==> src/sv/sact_pkg.sv <==
// Package for the set-associative cache tag controller.
// Geometry constants, payload structs, state enum and the LFSR step function.
// No dependencies.
package sact_pkg;

    localparam int SETS     = 64;
    localparam int WAYS     = 8;
    localparam int SET_W    = (SETS > 1) ? $clog2(SETS) : 1;
    localparam int WAY_W    = (WAYS > 1) ? $clog2(WAYS) : 1;
    localparam int ADDR_W   = 48;
    localparam int CORE_W   = 3;
    localparam int CNT_W    = 32;
    localparam int QDEPTH   = 2;
    localparam logic [15:0] LFSR_SEED = 16'hACE1;

    localparam logic [0:0] MODE_LRU  = 1'b0;
    localparam logic [0:0] MODE_RAND = 1'b1;
    localparam logic [0:0] REG_MODE  = 1'b0;

    typedef struct packed {
        logic [ADDR_W-1:0] line_addr;
        logic              write_op;
        logic [CORE_W-1:0] requester_core;
    } t_req;

    typedef struct packed {
        logic              hit;
        logic [2:0]        way_used;
        logic              evicted_valid;
        logic              evicted_dirty;
        logic [ADDR_W-1:0] evicted_addr;
        logic [CORE_W-1:0] evicted_core;
        logic [CNT_W-1:0]  read_total;
        logic [CNT_W-1:0]  write_total;
        logic [CNT_W-1:0]  read_miss_total;
        logic [CNT_W-1:0]  write_miss_total;
        logic [CNT_W-1:0]  dirty_evict_total;
    } t_rsp;

    // Queued request with its access stamp
    typedef struct packed {
        t_req              req;
        logic [ADDR_W-1:0] stamp;
    } t_job;

    typedef enum logic [1:0] {
        ST_CLEAR,
        ST_READ,
        ST_EVAL,
        ST_OUT
    } t_state;

    function automatic logic [15:0] lfsr_next(input logic [15:0] v);
        logic fb;
        fb = v[0] ^ v[2] ^ v[3] ^ v[5];
        return {fb, v[15:1]};
    endfunction

endpackage

==> src/sv/sact_front.sv <==
// Front end: accepts requests, stamps them with the access clock, queues them.
// Depends on sact_pkg.
module sact_front (
    input  logic                  i_clk,
    input  logic                  i_rst_n,
    input  logic                  i_valid,
    output logic                  o_ready,
    input  sact_pkg::t_req        i_req,
    output logic                  o_job_valid,
    input  logic                  i_job_pop,
    output sact_pkg::t_job        o_job
);
    import sact_pkg::*;

    t_job              r_q [QDEPTH];
    logic              r_wp, r_rp;
    logic [1:0]        r_cnt;
    logic [ADDR_W-1:0] r_clock;
    logic              w_push;

    assign o_ready     = (r_cnt != 2'(QDEPTH));
    assign w_push      = i_valid && o_ready;
    assign o_job_valid = (r_cnt != 2'd0);
    assign o_job       = r_q[r_rp];

    // Queue storage
    always_ff @(posedge i_clk) begin
        if (w_push) begin
            r_q[r_wp] <= '{req: i_req, stamp: r_clock};
        end
    end

    // Pointers, count and access clock
    always_ff @(posedge i_clk) begin
        if (!i_rst_n) begin
            r_wp    <= 1'b0;
            r_rp    <= 1'b0;
            r_cnt   <= 2'd0;
            r_clock <= '0;
        end else begin
            if (w_push) begin
                r_wp    <= ~r_wp;
                r_clock <= r_clock + 1'b1;
            end
            if (i_job_pop) r_rp <= ~r_rp;
            r_cnt <= r_cnt + 2'(w_push) - 2'(i_job_pop);
        end
    end
endmodule

==> config.mk <==
export PLATFORM = sky130hd
export DESIGN_NAME = sact_front
export DESIGN_NICKNAME = d
export VERILOG_FILES = /design/src/sv/sact_pkg.sv /design/src/sv/sact_front.sv
export SDC_FILE = /design/constraint.sdc
export NUM_CORES = 1
export LEC_CHECK = 0
export ABC_CLOCK_PERIOD_IN_PS = 8400
export BUFFER_PORTS_ARGS = -buffer_cell sky130_fd_sc_hd__buf_2
export CORE_ASPECT_RATIO = 0.8
export CORE_MARGIN = 1.5
export CORE_UTILIZATION = 55
export DETAILED_ROUTE_END_ITERATION = 10
export PLACE_DENSITY = 0.82
export SLEW_MARGIN = 40
export SYNTH_ARGS = -nofsm -noshare
export SYNTH_HDL_FRONTEND = slang
export SYNTH_SLANG_ARGS = --single-unit
==> constraint.sdc <==
create_clock -name i_clk -period 8.4 [get_ports i_clk]
set_clock_uncertainty 0.15 [all_clocks]
set_input_delay 1.26 -clock i_clk [delete_from_list [all_inputs] [get_ports i_clk]]
set_output_delay 1.26 -clock i_clk [all_outputs]
set_load 0.005 [all_outputs]
Yosys cells after proc, flatten, opt, wreduce, memory -nomap -nowiden
Memory sizes are Yosys's and may differ from the RTL's. A register that Yosys moved wholly into a read port is not among the register bits.
Cells that the tools add are included.
Storage, ports and cells
  flip-flop bits (word level): 52
  bits in writable memories: 200
  input bits: 56
  output and inout bits: 102
  word-level logic and storage cells: 17
  memories: 1
Cells by class
  add/sub/neg operators: 3
  equal/unequal tests: 1
  muxes and demuxes: 4
  bitwise logic cells: 2
  reductions and logical operators: 2
Memories
  r_q: depth 2, bits a word 100, read ports 1, clocked after Yosys merged registers in 1, write ports 1, RTL line sact_front.sv:15  | t_job r_q [QDEPTH];
Operators with widths (count)
  48-bit by 1-bit adder with 48-bit output (second input constant): 1
  1-bit two-way mux: 4
  2-bit by 1-bit adder with 2-bit output: 1
  2-bit inequality test (second input constant): 1
  1-bit NOT: 2
  2-bit nonzero test: 1
  2-bit by 1-bit subtractor with 2-bit output: 1
  1-bit logical AND: 1

Logic depth before layout (Yosys ltp)
  word-level depth: 4
  mapped depth: 8
  gate-level depth less buffers: 8

Worst setup path after synthesis
No wires, ideal clock.
  kind: input to register
  start point: in i_valid
  end point: mem r_q[0][0] (netlist bit) (enable)
  setup time: 0.560 ns
  arrival time: 5.563 ns
  data required time: 7.690 ns
  slack: 2.127 ns
  stages: 2
  buffers on the path: 0
  cell sequence: nand2_1 nor2_1
On the way
  cells in the longest elaborated chain, start to end: 3
Ends and longest elaborated chain
  start: declaration: RTL line sact_front.sv:6  | input logic i_valid,
  1-bit logical AND: RTL line sact_front.sv:22  | assign w_push = i_valid && o_ready;
  1-bit two-way mux: RTL line sact_front.sv:28  | if (w_push) begin
  1-bit two-way mux (not written as such): RTL line sact_front.sv:29  | r_q[r_wp] <= '{req: i_req, stamp: r_clock};
  end: declaration: RTL line sact_front.sv:15
No other way between the ends.

==> impl_metrics.yaml <==
detailed_routing:
  m1WireLength_um: 7730
  wl_met3_um: 1320
  wl_per_cell_um: 17.9
  drc: 0
  topRoutingLayerUsed: "met4"
  vias: 5396
  wirelength_um: 17800
  wl_met2_um: 8480
  drt.antenna.violating_nets: 0
  dr.pass1.iters: 5
  viasPerCell: 5.43
  drt_iter0_markers: 262
timing:
  final-setup-viol-count: 0
  setup_slack_ns: 4.58
  maxSlewHeadroom_pct: 57.2
  rsz0062_at_grt: "false"
  worst_pin_slew_ns: 0.643
  fin_crit_ns: 3.82
  fin_crit_sh_pct: 45.5
  fmax_mhz: 262
  finalHoldViolCount: 0
  maxSlewViolCount: 0
  fin_setup_tns_ns: 0
global_routing:
  gr-total-overflow: 0
  grt_pass1_vias: 5357
  antenna_found_initial: 0
  grtUsageTotal_pct: 19.1
  grt_start_max_net_pins: 65
  grt_pass1_wl_um: 27100
cts:
  clk_pin_slew_ns: 0.06
  cts_hold_buf: 0
  root_buffer: "clkbuf_16"
  clock_latency_ns: 0.50
  post_cts_buffers: 0
  ctsHtreeMaxLevel: 1
  clockBufferDepth: 3
  numCtsBuffers: 24
  cts_tree: "done"
  post_cts_resized: 0
  clock_sinks: 253
pwr:
  p_per_area_mw_per_mm2: 262
  peakVddDrop_mv: 0.123
  leakagePower_nw: 4.17
status:
  status: "complete, no violations"
layout:
  insertedDiodeCount: 0
  syn_to_final_growth_pct: 18.9
  fin_nets: 815
  final_common_cell: "edfxtp_1"
  final_cell_mix: "edfxtp_1, buf_2, mux2_2"
  multiInputGateArea_sq_mm: 0.00239
  design_area_sq_mm: 0.0114
  layout.cells.non_filler: 994
  final_util_pct: 67.8
  fill_cells: 1147
  regArea_sq_mm: 0.00707
  drive_above_1_share_pct: 39.9
logic_synthesis:
  syn_area_per_cell_sq_um: 16.2
  syn-num-nets: 648
  netlist_instances: 589
  mappedNetlistArea_sq_mm: 0.00956
  synth_largest_area_cell: "edfxtp_1"
  synthDistinctLibCells: 32
  yosysTopAreaCellShare_pct: 62.8
  synth-async-reset-ratio_pct: 0
  synth-main-ff-cell: "edfxtp_1"
  synth.area.top_cells: "edfxtp_1, mux2_2, dfxtp_1"
  synth-edff-count: 200
  synth_seq_area_share_pct: 73.9
  ys_seq_elements: 253
  synth_warnings: 0
worst_setup_path:
  cp-end-kind: "primary output"
  cp.required_ns: 6.99
  crit_type: "flip-flop to primary output"
  critPathMaxStageDelay_ns: 0.68
  cp_max_fo: 47
  arrival_ns: 2.41
  path_cells: "buf_4 -> buf_12 -> mux2_2 -> buf_2"
  slowest_stage: "dfxtp_4"
  r2r-start: "r_clock[9]"
  reg2regPathDepth: 5
  cp-start-kind: "flip-flop"
die:
  rows: 42
  die_h_um: 121
  design.core.area_sq_mm: 0.0168
  io_pins: 158
  fp.dieW_um: 150
  dieArea_sq_mm: 0.0182
  initial_core_util_pct: 57.0
placed_design:
  dp.cells: 949
  pre_cts_ws_ns: 4.88
  dp_hpwl_um: 11200
  place.gp.congestion: 0.780
  place_area_sq_mm: 0.0106
  port_buffers: 157
job:
  maxCapViolCount: 0
min_path:
  worstHoldPathCells: 0
  min_path_type: "flip-flop to flip-flop"
  min_from: "r_clock[47]"
[flip-flops by register name (all words and copies together) (netlist names), named ones only]
name     count
r_q        200
r_rp         1
r_cnt        2
r_wp         1
r_clock     48
[cells by family (layout without fill, tap and decap cells)]
kind of cell	count (synthesis)	in the layout	share of synthesized area (%)
AO/OA/AOI/OAI	37	37	2.02
XOR/XNOR	32	32	2.93
adder cells (fa/ha/maj)	3	3	0.393
buffers and inverters	29	214	1.18
flip-flops	253	253	73.9
multiplexers	101	101	11.9
AND/OR/NAND/NOR	134	134	7.66
[synth_stat cells (3+ instances only)]
library cell,instances
a21oi_1,19
and2_1,6
and3_1,6
clkbuf_1,18
dfxtp_1,53
edfxtp_1,200
ha_1,3
inv_1,6
mux2_2,100
nand2_1,20
nand3_1,14
nand4_1,22
nor2_1,33
nor3_1,4
o21ai_0,15
o31ai_1,3
or3_1,15
or4_1,3
xnor2_1,8
xor2_1,24
[per-stage QoR]
stage	total power, mW	hold WS (ns)
floorplan	1.83	0.289
global placement	1.97	0.303
detailed placement	1.99	0.326
CTS	3.01	0.352
global route	3.10	0.375
finish	2.98	0.354
[final timing paths]
| check | endpoint | slack, ns |
|---|---|---|
| max | o_job[56] | 4.58 |
| min | r_q[1][47] | 0.35 |
| max reg2reg | r_clock[40] | 5.63 |
| min reg2reg | r_q[1][47] | 0.35 |
[area by class of cell]
| type | count | area share, % |
|---|---|---|
| tap | 220 | 2.42 |
| clock buffer | 36 | 6.22 |
| timing repair buffer | 164 | 7.55 |
| clock inverter | 8 | 0.385 |
| sequential | 253 | 62.2 |
| multi-input combinational | 307 | 21.0 |
| inverter | 6 | 0.198 |
[routing by layer]
| metal | up-vias | track usage (%) |
|---|---|---|
| met5 | - | 0 |
| met4 | 0 | 4.17 |
| met3 | 20 | 3.76 |
| met2 | 180 | 31.9 |
| met1 | 2635 | 26.3 |
| li1 | 2561 | - |
[power by group]
group          switching [mW]  leakage [nW]  internal [mW]  total, mW
clock network           0.428         0.377          0.582       1.01
registers              0.0456          2.35           1.53       1.58
logic                   0.208          1.44          0.178      0.387
[critical path, delay by kind of cell, from the launching register on]
family	cells	cell delay, ns
muxes	1	0.40
DFF	1	0.68
buffers and inverters	3	0.79
No activity file was read; power rests on OpenSTA's default activity.
